==> config.mk <==
export PLATFORM = sky130hd
export DESIGN_NAME = utf8_name_crc32c_hash
export DESIGN_NICKNAME = d
export VERILOG_FILES = /design/src/rtl/core/unh_pkg.sv /design/src/rtl/core/unh_decode.sv /design/src/rtl/core/unh_crc.sv /design/src/rtl/core/utf8_name_crc32c_hash.sv
export VERILOG_INCLUDE_DIRS = /design/src /design/src/rtl/core
export SDC_FILE = /design/constraint.sdc
export NUM_CORES = 1
export LEC_CHECK = 0
export BUFFER_PORTS_ARGS = -buffer_cell sky130_fd_sc_hd__buf_2
export CELL_PAD_IN_SITES_DETAIL_PLACEMENT = 1
export CELL_PAD_IN_SITES_GLOBAL_PLACEMENT = 2
export CORE_ASPECT_RATIO = 0.6
export CORE_MARGIN = 1
export CORE_UTILIZATION = 41
export CTS_BUF_LIST = sky130_fd_sc_hd__clkbuf_2 sky130_fd_sc_hd__clkbuf_4 sky130_fd_sc_hd__clkbuf_8
export DETAILED_ROUTE_END_ITERATION = 16
export GPL_TIMING_DRIVEN = 0
export PLACE_DENSITY = 0.84
export SYNTH_ARGS = -nofsm -noshare
export SYNTH_HDL_FRONTEND = slang
export SYNTH_SLANG_ARGS = --single-unit
==> constraint.sdc <==
create_clock -name aclk -period 3.7 [get_ports aclk]
set_input_delay 0.185 -clock aclk [delete_from_list [all_inputs] [get_ports aclk]]
set_output_delay 0.185 -clock aclk [all_outputs]
set_load 0.01 [all_outputs]
==> src/rtl/core/utf8_name_crc32c_hash_defines.svh <==
// Assertion macros for the UTF-8 name hash block.
`ifndef UTF8_NAME_CRC32C_HASH_DEFINES_SVH
`define UTF8_NAME_CRC32C_HASH_DEFINES_SVH

// Same-cycle implication, checked on aclk outside reset.
`define UNH_ASSERT_NOW(label, ante, cons, msg) \
    label: assert property (@(posedge aclk) disable iff (!aresetn) (ante) |-> (cons)) \
        else $error(msg);

// Next-cycle implication, checked on aclk outside reset.
`define UNH_ASSERT_NEXT(label, ante, cons, msg) \
    label: assert property (@(posedge aclk) disable iff (!aresetn) (ante) |=> (cons)) \
        else $error(msg);

`endif

==> src/rtl/core/unh_pkg.sv <==
// Shared types, constants and functions for the UTF-8 name hash block.
`timescale 1ns / 1ps

package unh_pkg;

    localparam int unsigned HASH_W  = 22;
    localparam int unsigned CP_W    = 21;

    localparam logic [31:0]       CRC_POLY      = 32'h82F6_3B78;
    localparam logic [31:0]       CRC_SEED      = 32'hFFFF_FFFF;
    localparam logic [HASH_W-1:0] HASH_ALL_ONES = 22'h3F_FFFF;

    // Lead bytes with a restricted range for the first continuation byte
    localparam logic [7:0] LEAD_E0 = 8'hE0;
    localparam logic [7:0] LEAD_ED = 8'hED;
    localparam logic [7:0] LEAD_F0 = 8'hF0;
    localparam logic [7:0] LEAD_F4 = 8'hF4;

    typedef logic [31:0][31:0] crc_mat_t;

    typedef struct packed {
        logic            hash_en;   // a code point completes this cycle
        logic [CP_W-1:0] code_point;
        logic            bad;       // name is in error if it ends here
    } dec_status_t;

    // Column i is the CRC state after 32 shifts starting from bit i alone.
    function automatic crc_mat_t crc_matrix();
        crc_mat_t    m;
        logic [31:0] c;
        for (int i = 0; i < 32; i++) begin
            c = 32'h1 << i;
            for (int k = 0; k < 32; k++) begin
                c = c[0] ? ((c >> 1) ^ CRC_POLY) : (c >> 1);
            end
            m[i] = c;
        end
        return m;
    endfunction

    // ASCII A-Z to a-z
    function automatic logic [7:0] fold_byte(logic [7:0] b);
        logic [7:0] r;
        r = b;
        if (b >= 8'h41 && b <= 8'h5A) begin
            r = b | 8'h20;
        end
        return r;
    endfunction

endpackage

==> src/rtl/core/unh_decode.sv <==
// Strict UTF-8 decoder: sequence state registers and per-byte next-state logic.
`timescale 1ns / 1ps

module unh_decode (
    input  logic                 aclk,
    input  logic                 aresetn,
    input  logic                 step,
    input  logic [7:0]           name_byte,
    input  logic                 last_byte,
    output unh_pkg::dec_status_t status
);
    import unh_pkg::*;

    logic [CP_W-1:0] accum_reg, accum_next;
    logic [1:0]      pend_reg, pend_next;
    logic [7:0]      lead_reg, lead_next;
    logic            second_reg, second_next;
    logic            failed_reg, failed_next;
    logic            second_ok;
    logic [CP_W-1:0] accum_shift;

    always_comb begin
        priority if (lead_reg == LEAD_E0) begin
            second_ok = name_byte >= 8'hA0;
        end else if (lead_reg == LEAD_ED) begin
            second_ok = name_byte <= 8'h9F;
        end else if (lead_reg == LEAD_F0) begin
            second_ok = name_byte >= 8'h90;
        end else if (lead_reg == LEAD_F4) begin
            second_ok = name_byte <= 8'h8F;
        end else begin
            second_ok = 1'b1;
        end
    end

    assign accum_shift = {accum_reg[CP_W-7:0], name_byte[5:0]};

    always_comb begin
        accum_next         = accum_reg;
        pend_next          = pend_reg;
        lead_next          = lead_reg;
        second_next        = second_reg;
        failed_next        = failed_reg;
        status.hash_en     = 1'b0;
        status.code_point  = '0;
        if (!failed_reg) begin
            if (pend_reg == 2'd0) begin
                priority if (name_byte < 8'h80) begin
                    status.hash_en    = 1'b1;
                    status.code_point = {{(CP_W-8){1'b0}}, name_byte};
                end else if (name_byte >= 8'hC2 && name_byte <= 8'hDF) begin
                    accum_next  = {{(CP_W-5){1'b0}}, name_byte[4:0]};
                    pend_next   = 2'd1;
                    lead_next   = name_byte;
                    second_next = 1'b1;
                end else if (name_byte >= 8'hE0 && name_byte <= 8'hEF) begin
                    accum_next  = {{(CP_W-4){1'b0}}, name_byte[3:0]};
                    pend_next   = 2'd2;
                    lead_next   = name_byte;
                    second_next = 1'b1;
                end else if (name_byte >= 8'hF0 && name_byte <= 8'hF4) begin
                    accum_next  = {{(CP_W-3){1'b0}}, name_byte[2:0]};
                    pend_next   = 2'd3;
                    lead_next   = name_byte;
                    second_next = 1'b1;
                end else begin
                    failed_next = 1'b1;
                end
            end else if (name_byte[7:6] != 2'b10 || (second_reg && !second_ok)) begin
                failed_next = 1'b1;
            end else begin
                second_next = 1'b0;
                accum_next  = accum_shift;
                pend_next   = pend_reg - 2'd1;
                if (pend_reg == 2'd1) begin
                    status.hash_en    = 1'b1;
                    status.code_point = accum_shift;
                end
            end
        end
        // Truncated sequence at end of name counts as an error
        status.bad = failed_next || (pend_next != 2'd0);
    end

    always_ff @(posedge aclk) begin
        if (!aresetn || (step && last_byte)) begin
            accum_reg  <= '0;
            pend_reg   <= '0;
            lead_reg   <= '0;
            second_reg <= 1'b0;
            failed_reg <= 1'b0;
        end else if (step) begin
            accum_reg  <= accum_next;
            pend_reg   <= pend_next;
            lead_reg   <= lead_next;
            second_reg <= second_next;
            failed_reg <= failed_next;
        end
    end

endmodule

==> src/rtl/core/unh_crc.sv <==
// Running CRC-32C over one code point per cycle while step is high, as four little-endian bytes.
`timescale 1ns / 1ps

module unh_crc (
    input  logic                 aclk,
    input  logic                 aresetn,
    input  logic                 step,
    input  logic                 last_byte,
    input  logic                 fold_en,
    input  unh_pkg::dec_status_t status,
    output logic [31:0]          crc_out
);
    import unh_pkg::*;

    localparam crc_mat_t CRC_MAT = crc_matrix();

    logic [31:0] crc_reg;
    logic [31:0] word;
    logic [31:0] crc_in;
    logic [31:0] crc_adv;

    always_comb begin
        word = {{(32-CP_W){1'b0}}, status.code_point};
        if (fold_en) begin
            for (int i = 0; i < 4; i++) begin
                word[8*i +: 8] = fold_byte(word[8*i +: 8]);
            end
        end
    end

    // Reflected CRC: xor the whole word in, then 32 shifts as one XOR matrix
    assign crc_in = crc_reg ^ word;

    always_comb begin
        crc_adv = '0;
        for (int i = 0; i < 32; i++) begin
            if (crc_in[i]) begin
                crc_adv = crc_adv ^ CRC_MAT[i];
            end
        end
    end

    assign crc_out = status.hash_en ? crc_adv : crc_reg;

    always_ff @(posedge aclk) begin
        if (!aresetn || (step && last_byte)) begin
            crc_reg <= CRC_SEED;
        end else if (step) begin
            crc_reg <= crc_out;
        end
    end

endmodule

==> src/rtl/core/utf8_name_crc32c_hash.sv <==
// Path: a name's last byte is held in the input register, then its result in the result register.
// Throughput: one byte per cycle unless a last byte stalls; input register and result register in line.
// A byte is taken while a result waits, stalling only on a last byte.
// Reset (aresetn low, synchronous) clears case_insensitive, the decoder
// state, the CRC to all ones and both valid flags.
`timescale 1ns / 1ps

`include "utf8_name_crc32c_hash_defines.svh"

module utf8_name_crc32c_hash (
    input  logic                       aclk,
    input  logic                       aresetn,
    input  logic                       cfg_wr_en,
    input  logic                       cfg_wr_data,
    input  logic                       s_valid,
    output logic                       s_ready,
    input  logic [7:0]                 s_name_byte,
    input  logic                       s_last_byte,
    output logic                       m_valid,
    input  logic                       m_ready,
    output logic [unh_pkg::HASH_W-1:0] m_name_hash,
    output logic                       m_bad_encoding
);
    import unh_pkg::*;

    logic              case_ins_reg;
    logic              in_valid_reg;
    logic [7:0]        in_byte_reg;
    logic              in_last_reg;
    logic              out_valid_reg, out_valid_next;
    logic [HASH_W-1:0] out_hash_reg;
    logic              out_bad_reg;
    logic              consume;
    logic              step;
    dec_status_t       status;
    logic [31:0]       crc_out;

    // A last byte needs room in the result register
    assign consume = !in_last_reg || !out_valid_reg || m_ready;
    assign step    = in_valid_reg && consume;
    assign s_ready = !in_valid_reg || consume;

    always_ff @(posedge aclk) begin
        if (!aresetn) begin
            case_ins_reg <= 1'b0;
        end else if (cfg_wr_en) begin
            case_ins_reg <= cfg_wr_data;
        end
    end

    always_ff @(posedge aclk) begin
        if (!aresetn) begin
            in_valid_reg <= 1'b0;
        end else if (s_ready) begin
            in_valid_reg <= s_valid;
        end
    end

    always_ff @(posedge aclk) begin
        if (s_valid && s_ready) begin
            in_byte_reg <= s_name_byte;
            in_last_reg <= s_last_byte;
        end
    end

    unh_decode u_decode (
        .aclk      (aclk),
        .aresetn   (aresetn),
        .step      (step),
        .name_byte (in_byte_reg),
        .last_byte (in_last_reg),
        .status    (status)
    );

    unh_crc u_crc (
        .aclk      (aclk),
        .aresetn   (aresetn),
        .step      (step),
        .last_byte (in_last_reg),
        .fold_en   (case_ins_reg),
        .status    (status),
        .crc_out   (crc_out)
    );

    always_comb begin
        out_valid_next = out_valid_reg && !m_ready;
        if (step && in_last_reg) begin
            out_valid_next = 1'b1;
        end
    end

    always_ff @(posedge aclk) begin
        if (!aresetn) begin
            out_valid_reg <= 1'b0;
        end else begin
            out_valid_reg <= out_valid_next;
        end
    end

    always_ff @(posedge aclk) begin
        if (step && in_last_reg) begin
            out_hash_reg <= status.bad ? HASH_ALL_ONES : crc_out[HASH_W-1:0];
            out_bad_reg  <= status.bad;
        end
    end

    assign m_valid        = out_valid_reg;
    assign m_name_hash    = out_hash_reg;
    assign m_bad_encoding = out_bad_reg;

    `UNH_ASSERT_NOW(a_bad_all_ones, m_valid && m_bad_encoding, m_name_hash == HASH_ALL_ONES, "error result must carry an all-ones hash")
    `UNH_ASSERT_NOW(a_last_stall, in_valid_reg && in_last_reg && m_valid && !m_ready, !s_ready && !step, "last byte advanced into a full result register")
    `UNH_ASSERT_NEXT(a_result_follows, step && in_last_reg, m_valid, "last byte transfer produced no result")

endmodule
### Word level (Yosys, flattened, before mapping)

Cells that the tools add are included.

* shift operators: 0
* multipliers: 0
* add/subtract/negate cells: 1
* equality and inequality tests: 9
* bitwise operators: 34
* mux-type cells: 75
* divide/modulo/power cells: 0
* reductions and logical operators: 28
* $lt $le $gt $ge: 15

Operators by type and width (count)
* $mux W32: 19
* $not A17 Y17: 15
* $mux W31: 7
* $not A15 Y15: 12
* $mux W22: 6
* $mux W30: 4
* $mux W15: 6
* $mux W29: 2
* $ge A8 B8 Y1 const B: 5
* $le A8 B8 Y1 const B: 5
* $not A19 Y19: 2
* $eq A8 B8 Y1 const B: 4
* $xor A32 B21 Y32: 1
* $mux W8: 3
* $not A23 Y23: 1
* $not A21 Y21: 1
* $mux W1: 18
* $ge A8 B7 Y1 const B: 2
* $le A8 B7 Y1 const B: 2
* $mux W14: 1
* $mux W2: 7
* $mux W6: 2
* $logic_and A1 B1 Y1: 10
* $reduce_and A5 Y1: 2
* 13 further kinds: 25

* output and inout port bits: 25
* memories kept: 0
* bits in registers: 94
* memory bits (writable): 0
* bits in latches: 0
* bits in read-only memories: 0
* word-level logic and storage cells: 176
* input port bits: 15

### Depth between registers and ports, before layout

Gate-level depths: netlist of the first run.

* word-level depth: 80
* mapped depth: 14

### Hierarchy

A second synthesis of the first run with hierarchy kept.

* cells, all modules: 739
* area, all modules: 7277.0 um2

By module, submodules not included
* unh_crc: times used 1, cells an instance 488, area each 4381.7 um2
* unh_decode: times used 1, cells an instance 180, area each 1620.3 um2
* utf8_name_crc32c_hash: times used 1, cells an instance 71, area each 1275.0 um2

### Worst setup path after synthesis of the first run

OpenSTA, ideal clock, no wires.

* kind: register to register
* start point: register u_decode.pend_reg[0]
* end point: register out_hash_reg[12], in the netlist m_name_hash[12] (data pin)
* period minus slack after synthesis: 3.311 ns
* path buffers: 0
* data required time: 3.426 ns
* path slack: 0.389 ns
* setup time: 0.274 ns
* cell stages (with the launch flop): 12
* arrival time: 3.037 ns
* cell sequence: dfxtp_1 inv_1 ha_1 and4bb_1 nand2_1 nor4_4 xnor3_1 xnor3_1 xnor2_1 xnor3_1 nand2_1 nand3_1

* cells in the longest elaborated chain, start to end: 57
* elaborated cells on any way between the ends: 77
* classes of those cells: add/sub (1); order compare (4); eq/ne (1); mux (47); bitwise (19); reduce/logical (5)

RTL lines
* from (decl): RTL line unh_decode.sv:15 `logic [1:0] pend_reg, pend_next;`
* from (signal assigned): RTL line unh_decode.sv:94 `pend_reg <= pend_next;`
* branches (longest 57 deep; another with $ge A8 B7 Y1)
* to (signal assigned): RTL line utf8_name_crc32c_hash.sv:102 `out_hash_reg <= status.bad ? HASH_ALL_ONES : crc_out[HASH_W-1:0];`
* to (decl): RTL line utf8_name_crc32c_hash.sv:31 `logic [HASH_W-1:0] out_hash_reg;`

Several ways; the timed one is not identified.
A chain may end at the register's enable or synchronous reset.

### Final worst setup path of the first run

* start point: register in_byte_reg[6]
* end point: register out_hash_reg[12], in the netlist m_name_hash[12] (data pin)

* cells in the longest elaborated chain, start to end: 63
* elaborated cells on any way between the ends: 101
* classes of those cells: order compare (15); eq/ne (1); mux (56); bitwise (19); reduce/logical (10)

RTL lines
* from (decl): RTL line utf8_name_crc32c_hash.sv:28 `logic [7:0] in_byte_reg;`
* from (signal assigned): RTL line utf8_name_crc32c_hash.sv:61 `in_byte_reg <= s_name_byte;`
* branches (longest 63 deep; another with $le A8 B8 Y1)

Several ways; the timed one is not identified.

==> impl_metrics.yaml, run 1 <==
outcome:
  outcome: "complete, no violations"
sta:
  fin_worst_skew_ps: 15.6
  fmax_mhz: 276
  layout_setup_ws_ps: 76.3
  finalSetupTns_ps: 0
  min_period_ps: 3620
  finalSetupViolations: 0
  finalMaxSlewViolations: 0
  hold_viol_final: 0
  period_share_pct: 97.9
  slew_headroom_pct: 12.1
  holdWs_ps: 22.0
  timing_worst_slew_pin_value_ps: 1310
  rsz0062_at_grt: "true"
global_routing:
  overflow: 0
  track_usage_pct: 30.2
  grt_pass1_wl_um: 44100
  grt_pass1_vias: 6742
  antenna_found_initial: 0
  grt_max_degree: 25
logic_synthesis:
  synth_top_area_cell: "xnor2_1"
  yosysSeqAreaShare_pct: 27.4
  yosys-top-cells-area: "xnor2_1 (20%), dfxtp_1 (15%), edfxtp_1 (12%), xnor3_1 (8.1%), xor2_1 (6.3%)"
  syn_area_um2: 8050
  synth_fp_nets: 898
  synth_area_per_cell_um2: 9.14
  yosysWarnings: 0
  syn_inst: 881
  yosysMostFrequentCell: "xnor2_1"
  ys_async_sr_fraction_pct: 0
  synth_edf_count: 32
  yosysTopAreaCellShare_pct: 20.3
  synthTopCellsByCount: "xnor2_1 (187), nand2_1 (84), dfxtp_1 (62), nor2_1 (62), clkbuf_1 (61)"
  synth.distinct_cells: 72
  ys.flop_type: "dfxtp_1"
  ys_ff_latch: 94
route:
  first_iter_violations: 645
  ant_nets: 0
  firstDrtPassIters: 5
  drc: 0
  routed_wl_um: 30300
  vias: 7108
  routedWlPerCell_um: 24.3
  via_per_inst: 5.69
setup_path:
  crit_top_cell: "buf_4"
  path_class: "reg2reg"
  cp-start-kind: "flip-flop"
  cp_max_fo: 8
  cp.required_ps: 3860
  worst-path-buf-inv: 3
  critical_path.top_delay_family: "XOR/XNOR gates"
  slowest_delay_ps: 560
  crit_chain: "buf_4 > nand4bb_1 > buf_4 > a211oi_4 > buf_4 > a32o_1 > a311oi_2 > xnor3_2 > xnor3_1 > xnor2_2 > xnor3_1 > nand2_1 > nand3_1"
  crit_path_end_kind: "flip-flop"
  ff2ff_path_depth: 13
  cp.arrival_ps: 3790
  cp.depth: 13
  cp_slowest_cell: "edfxtp_1"
place:
  dp_hpwl_um: 23000
  detailed_place.area_um2: 8580
  place_ws_ps: -695
  gp_congestion: 1.06
  portBuffers: 39
  place_inst: 1186
clocking:
  clk_pin_slew_ps: 100
  cts_inserted_buffers: 9
  htreeDepth: 3
  cts_root_buf: "clkbuf_8"
  clockBufferDepth: 2
  cts_num_sinks: 94
  cts_tree: "yes"
  clk_latency_ps: 420
pwr:
  p_comb_share_pct: 66.5
  power_per_cell_area_nw_per_um2: 620
  ir_worst_vdd_v: 0.000344
  p_total_mw: 6.02
  p_seq_share_pct: 19.6
  power_frac_clock_pct: 13.9
  p_leak_nw: 3.53
  p_int_mw: 3.45
  switching_share_pct: 42.7
  switchingPower_mw: 2.57
final_layout:
  area_delta_synth_final_pct: 20.6
  layout.nets: 994
  finish.utilization_pct: 50.7
  design_area_um2: 9710
  post_layout_nonfiller_instances: 1249
  largest_register_ffs: 32
  drive_above_1_share_pct: 21.4
  multi_input_area_um2: 5920
  fill_cells: 2220
  final-seq-area_um2: 2200
hold_path:
  hold_path_depth: 2
  holdCritPathClass: "in2reg"
floorplanning:
  placementRows: 39
  fp.dieW_um: 183
  start_util_pct: 42.1
  dieArea_um2: 20200
  io_pins: 40
  die_height_um: 111
  coreArea_um2: 19100
flow_run:
  max_cap_viol_count: 0
==> cell usage in the layout, fill, tap and decap left out, drive strengths merged, types with 3 or more instances in the layout <==
master	count
a311o	3
xnor2	198
a22oi	10
dfxtp	62
and2	3
nand2	84
or4	4
clkbuf	69
o211ai	23
and3	4
nand2b	4
nand3	38
nor2	64
inv	16
xor2	62
edfxtp	32
xor3	4
a31o	4
a31oi	3
o32ai	4
or3	11
a211oi	4
a32o	5
a21oi	37
buf	99
o21ai	31
o31ai	14
dlygate4sd3	9
nor3	20
xnor3	30
nor4	3
==> power groups by stage <==
stage	logic [mW]	registers, mW	clock network, mW
detailed placement	3.53	1.20	0
CTS	3.71	1.17	0.863
global placement	3.48	1.20	0
floorplan	2.71	1.20	0
finish	4.00	1.18	0.837
global route	4.21	1.19	0.896
==> layer usage <==
layer  global-route usage [%]  wire length (µm)
met1                     48.9             15100
met2                     38.7             11800
met3                     8.58              3210
met4                     5.33               193
met5                        0                 0
==> cell families (layout without fill, tap and decap cells) <==
kind of cell | Yosys count | in the layout | synth area share [%]
buffers and inverters | 96 | 196 | 4.90
multiplexers | 1 | 1 | 0.124
XOR/XNOR | 294 | 294 | 39.4
AND/OR/NAND/NOR | 245 | 245 | 14.4
AO/OA/AOI/OAI | 149 | 150 | 13.4
other | 0 | 1 | 0
adder cells (fa/ha/maj) | 2 | 2 | 0.311
flip-flops | 94 | 94 | 27.4
==> worst paths after layout <==
check	slack, ps	to	start
max reg2reg	80	m_name_hash[12]	in_byte_reg[6]
min	20	m_valid	aresetn
min reg2reg	470	u_decode.lead_reg[6]	u_decode.lead_reg[6]
max	80	m_name_hash[12]	in_byte_reg[6]
==> area by class of cell <==
type | instances | area share [%]
Sequential cell | 94 | 22.7
Timing Repair Buffer | 88 | 6.29
Multi-Input combinational cell | 692 | 61.0
Tap cell | 266 | 3.43
Inverter | 15 | 0.619
Buffer | 77 | 3.54
Antenna cell | 1 | 0.0258
Clock inverter | 4 | 0.799
Clock buffer | 12 | 1.64
==> worst register-to-register path, cell delays in order (launching register included) <==
cell and delay (ps):
edfxtp_1 560, buf_4 200, nand4bb_1 120, buf_4 230, a211oi_4 80, buf_4 180, a32o_1 210, a311oi_2 350
xnor3_2 370, xnor3_1 400, xnor2_2 190, xnor3_1 280, nand2_1 90, nand3_1 90
==> repair_timing <==
item                                   in CTS  in global routing
setup endpoints to repair                  54                 42
pin swaps                                  10                 19
buffers inserted                           12                 28
gates cloned                                0                  1
resized for setup                          56                 35
endpoints found under the hold margin       9                  0
hold buffers                                9                  0
(Power assumes the default switching activity.)
==> inputs of run 2 (changes only) <==
- CORE_UTILIZATION: 41 -> 26
- MAX_ROUTING_LAYER: unset -> met4
- PLACE_DENSITY: 0.84 -> 0.58
==> impl_metrics.yaml, run 2 (synthesis gave the netlist of run 1 again) <==
floorplanning:
  io_pins: 40
  placementRows: 49
  dieArea_um2: 31700
  coreArea_um2: 30200
  die_height_um: 138
  start_util_pct: 26.7
  fp.dieW_um: 229
setup_path:
  worst-path-buf-inv: 2
  crit_path_end_kind: "flip-flop"
  cp_max_fo: 5
  critical_path.top_delay_family: "XOR/XNOR gates"
  cp.arrival_ps: 3820
  slowest_delay_ps: 560
  cp.required_ps: 3880
  path_class: "reg2reg"
  cp_slowest_cell: "xnor3_2"
  crit_chain: "o311ai_4 > xnor2_2 > o32ai_4 > buf_12 > nor4_4 > buf_4 > xnor2_4 > xnor3_2 > xnor2_4 > xnor2_2 > xnor2_1 > o211ai_1"
  cp-start-kind: "flip-flop"
final_layout:
  post_layout_nonfiller_instances: 1388
  largest_register_ffs: 32
  most-common-layout-cells: "xnor2_1 (149), nand2_1 (82), nor2_1 (60), dfxtp_1 (59), xor2_1 (53)"
  design_area_um2: 10100
  area_delta_synth_final_pct: 25.9
  final_common_cell: "xnor2_1"
  layout.nets: 991
  drive_above_1_share_pct: 23.4
  finish.utilization_pct: 33.6
global_routing:
  grt_max_degree: 25
  met2_usage_pct: 24.0
  grtUsageMet1_pct: 36.8
  met3_usage_pct: 5.20
  grt_pass1_wl_um: 47500
  overflow: 0
  antenna_found_initial: 1
  grt_pass1_vias: 6470
  track_usage_pct: 21.8
  grt.busiest_layer: "met1"
sta:
  finalSetupTns_ps: 0
  hold_viol_final: 0
  fin_worst_skew_ps: 20.4
  slew_headroom_pct: 31.7
  finalMaxSlewViolations: 0
  period_share_pct: 98.4
  min_period_ps: 3640
  timing_worst_slew_pin_value_ps: 1020
  rsz0062_at_grt: "true"
  layout_setup_ws_ps: 60.6
  finalSetupViolations: 0
  fmax_mhz: 275
hold_path:
  holdCritPathClass: "in2reg"
route:
  drc: 0
  vias: 6808
  firstDrtPassIters: 5
  routed_wl_um: 33000
  first_iter_violations: 622
  ant_nets: 0
  routedWlPerCell_um: 23.8
  via_per_inst: 4.90
outcome:
  outcome: "complete, no violations"
clocking:
  cts_tree: "yes"
  clockBufferDepth: 2
  clk_pin_slew_ps: 110
  cts_root_buf: "clkbuf_8"
  cts_num_sinks: 94
  clk_latency_ps: 450
  htreeDepth: 3
  cts_inserted_buffers: 9
pwr:
  power_per_cell_area_nw_per_um2: 650
  ir_worst_vdd_v: 0.000210
  p_leak_nw: 3.64
place:
  portBuffers: 39
  detailed_place.area_um2: 8750
  place_inst: 1328
  gp_congestion: 0.950
  place_ws_ps: -784
  dp_hpwl_um: 26100
flow_run:
  max_cap_viol_count: 0
==> run 2: cell types whose count changed in the layout (fill, tap and decap cells not counted), sizes merged <==
cell,before,now
clkinvlp,1,0
bufinv,2,4
buf,99,98
dlygate4sd3,9,13
clkbuf,69,61
a21oi,37,36
clkinv,0,2
==> run 2: per-stage QoR <==
| stage | total power [mW] | hold WS (ps) |
|---|---|---|
| finish | 6.58 | 102 |
| global route | 6.89 | 98.4 |
| CTS | 6.12 | 85.3 |
| detailed placement | 4.93 | 365 |
| global placement | 4.95 | 367 |
| floorplan | 3.91 | 284 |
==> run 2: worst reg2reg max path: cells and delay by family, from the launching register on <==
kind | cells | cell delay (ps)
buf+inv | 2 | 380
compound gates | 3 | 600
flops | 1 | 550
xor+xnor | 6 | 1600
simple gates | 1 | 250
==> run 2: area by class of cell <==
cell class | instances | area [µm²]
Clock inverter | 7 | 143
Multi-Input combinational cell | 691 | 6110
Buffer | 72 | 332
Tap cell | 408 | 510
Inverter | 15 | 56.3
Timing Repair Buffer | 91 | 647
Antenna cell | 1 | 2.50
Clock buffer | 9 | 124
Fill cell | 3505 | 20000
Sequential cell | 94 | 2210
==> run 2: report_power, final <==
| group | total (mW) | switching, mW | internal [mW] | leakage (nW) |
|---|---|---|---|---|
| combinational | 4.42 | 2.35 | 2.06 | 2.73 |
| clock | 0.966 | 0.447 | 0.520 | 0.134 |
| sequential | 1.20 | 0.0534 | 1.15 | 0.780 |
| total | 6.58 | 2.85 | 3.73 | 3.64 |
==> run 2: what timing repair did <==
item,in CTS,in global routing
setup buffers,14,25
gates cloned,0,0
gates resized for setup,57,72
pin swaps,11,33
endpoints found under the hold margin,12,0
hold buffers,13,0
endpoints found under the setup margin,60,53
==> run 2: path summary, 6_finish.rpt <==
kind                        startpoint                    to  slack [ps]  depth (start not counted)
setup / recovery        in_byte_reg[6]        m_name_hash[2]          60                         12
hold / removal                 m_ready          in_valid_reg         100                          4
hold reg to reg   u_decode.lead_reg[7]  u_decode.lead_reg[7]         470                          2
setup reg to reg        in_byte_reg[6]        m_name_hash[2]          60                         12
==> run 2: layer usage <==
metal | part of all wire [%] | routed length [µm]
met4 | 0.94 | 309
met2 | 34 | 11100
met1 | 58 | 19100
met5 | 0 | 0
met3 | 7.5 | 2470
==> inputs of run 3 (changes only) <==
- CORE_MARGIN: 1 -> 2
==> impl_metrics.yaml, run 3 (synthesis gave the netlist of run 1 again) <==
setup_path:
  cp.arrival_ps: 3810
  cp-start-kind: "flip-flop"
  path_class: "reg2reg"
  cp.required_ps: 3850
  slowest_delay_ps: 550
  cp_max_fo: 6
  crit_chain: "o311ai_4 > xnor2_2 > o32ai_4 > buf_12 > nor4_4 > buf_6 > xnor3_2 > xnor3_1 > xnor2_2 > xnor3_1 > nand2_1 > nand3_2"
  r2r-start: "in_byte_reg[5]"
  worst-path-buf-inv: 2
  cp_slowest_cell: "edfxtp_1"
  critical_path.top_delay_family: "XOR/XNOR gates"
  crit_path_end_kind: "flip-flop"
  cp-startpoint: "in_byte_reg[5]"
sta:
  layout_setup_ws_ps: 37.2
  finalSetupTns_ps: 0
  slew_headroom_pct: 29.4
  min_period_ps: 3660
  hold_viol_final: 0
  finalSetupViolations: 0
  finalMaxSlewViolations: 0
  rsz0062_at_grt: "true"
  period_share_pct: 99.0
  fmax_mhz: 273
  fin_worst_skew_ps: 26.3
  timing_worst_slew_pin_value_ps: 1060
global_routing:
  grt_max_degree: 25
  grt_pass1_vias: 6634
  track_usage_pct: 21.2
  grt_pass1_wl_um: 47400
  overflow: 0
  antenna_found_initial: 0
floorplanning:
  start_util_pct: 26.6
  fp.dieW_um: 231
  placementRows: 49
  io_pins: 40
  dieArea_um2: 32400
  coreArea_um2: 30200
  die_height_um: 140
route:
  routedWlPerCell_um: 23.6
  firstDrtPassIters: 5
  via_per_inst: 4.97
  ant_nets: 0
  drc: 0
  first_iter_violations: 653
  routed_wl_um: 32600
  vias: 6876
final_layout:
  drive_above_1_share_pct: 22.3
  layout.nets: 988
  design_area_um2: 9970
  post_layout_nonfiller_instances: 1384
  area_delta_synth_final_pct: 23.9
  num_antenna_cells: 0
  final_common_cell: "xnor2_1"
  most-common-layout-cells: "xnor2_1 (154), nand2_1 (83), nor2_1 (61), dfxtp_1 (60), xor2_1 (54)"
  largest_register_ffs: 32
clocking:
  cts_root_buf: "clkbuf_8"
  clk_pin_slew_ps: 90
  cts_inserted_buffers: 9
  cts_tree: "yes"
  clk_latency_ps: 440
  clockBufferDepth: 2
  cts_num_sinks: 94
  htreeDepth: 3
place:
  gp_congestion: 0.918
  place_ws_ps: -808
  detailed_place.area_um2: 8750
  dp_hpwl_um: 25800
  place_inst: 1328
  portBuffers: 39
hold_path:
  holdCritPathClass: "in2reg"
  min-delay-start: "cfg_wr_en"
pwr:
  p_leak_nw: 3.57
  ir_worst_vdd_v: 0.000197
  power_per_cell_area_nw_per_um2: 642
flow_run:
  max_cap_viol_count: 0
outcome:
  outcome: "complete, no violations"
-- run 3: cell count changes in the layout (fill, tap and decap cells not counted), moves of 2 or more --
| cell | delta |
|---|---|
| clkbuf_4 | +3 |
| nor3_1 | -4 |
| nor3_2 | +3 |
| xnor2_4 | -4 |
| buf_4 | -8 |
| xnor2_1 | +5 |
| clkbuf_1 | +2 |
-- run 3: final cells by class --
type / instances / area (µm²)
Buffer: 75 / 344
Clock buffer: 9 / 124
Clock inverter: 7 / 119
Fill cell: 3512 / 20300
Inverter: 15 / 56.3
Multi-Input combinational cell: 691 / 6010
Sequential cell: 94 / 2200
Tap cell: 408 / 510
Timing Repair Buffer: 85 / 599
-- run 3: repair_timing --
item	4_1_cts	5_1_grt
pin swaps	11	16
hold buffers	12	0
buffers inserted	16	18
setup endpoints to repair	64	64
gates resized for setup	60	54
endpoints found under the hold margin	12	0
-- run 3: where the power goes --
group          total [mW]  internal, mW  switching [mW]
clock               0.883         0.451           0.432
combinational        4.33          2.02            2.31
sequential           1.19          1.15          0.0399
-- run 3: per-layer routing --
metal,GRT usage [%],vias up,wire length [µm]
met5,-,-,0
met1,34.8,3481,18600
met2,24.3,213,11300
li1,-,3169,-
met4,3.02,0,165
met3,6.17,13,2590
-- run 3: final timing paths --
path	end	slack, ps	cells after the start
min reg2reg	u_decode.lead_reg[1]	470	2
max	m_name_hash[12]	40	12
min	case_ins_reg	50	3
max reg2reg	m_name_hash[12]	40	12
-- run 3: per-stage QoR --
stage | hold WS [ps] | power, mW | utilization (%)
finish | 51.1 | 6.40 | 33.0
floorplan | 284 | 3.91 | -
detailed placement | 364 | 4.91 | 29.0
global route | 25.3 | 6.71 | 33.0
CTS | 9.19 | 5.99 | 31.6
global placement | 367 | 4.92 | 29.0
-- run 3: worst register-to-register path: stages (launching register included) --
cell and delay, ps:
edfxtp_1 550, o311ai_4 350, xnor2_2 210, o32ai_4 150
buf_12 170, nor4_4 270, buf_6 170, xnor3_2 420
xnor3_1 400, xnor2_2 210, xnor3_1 300, nand2_1 100
nand3_2 80
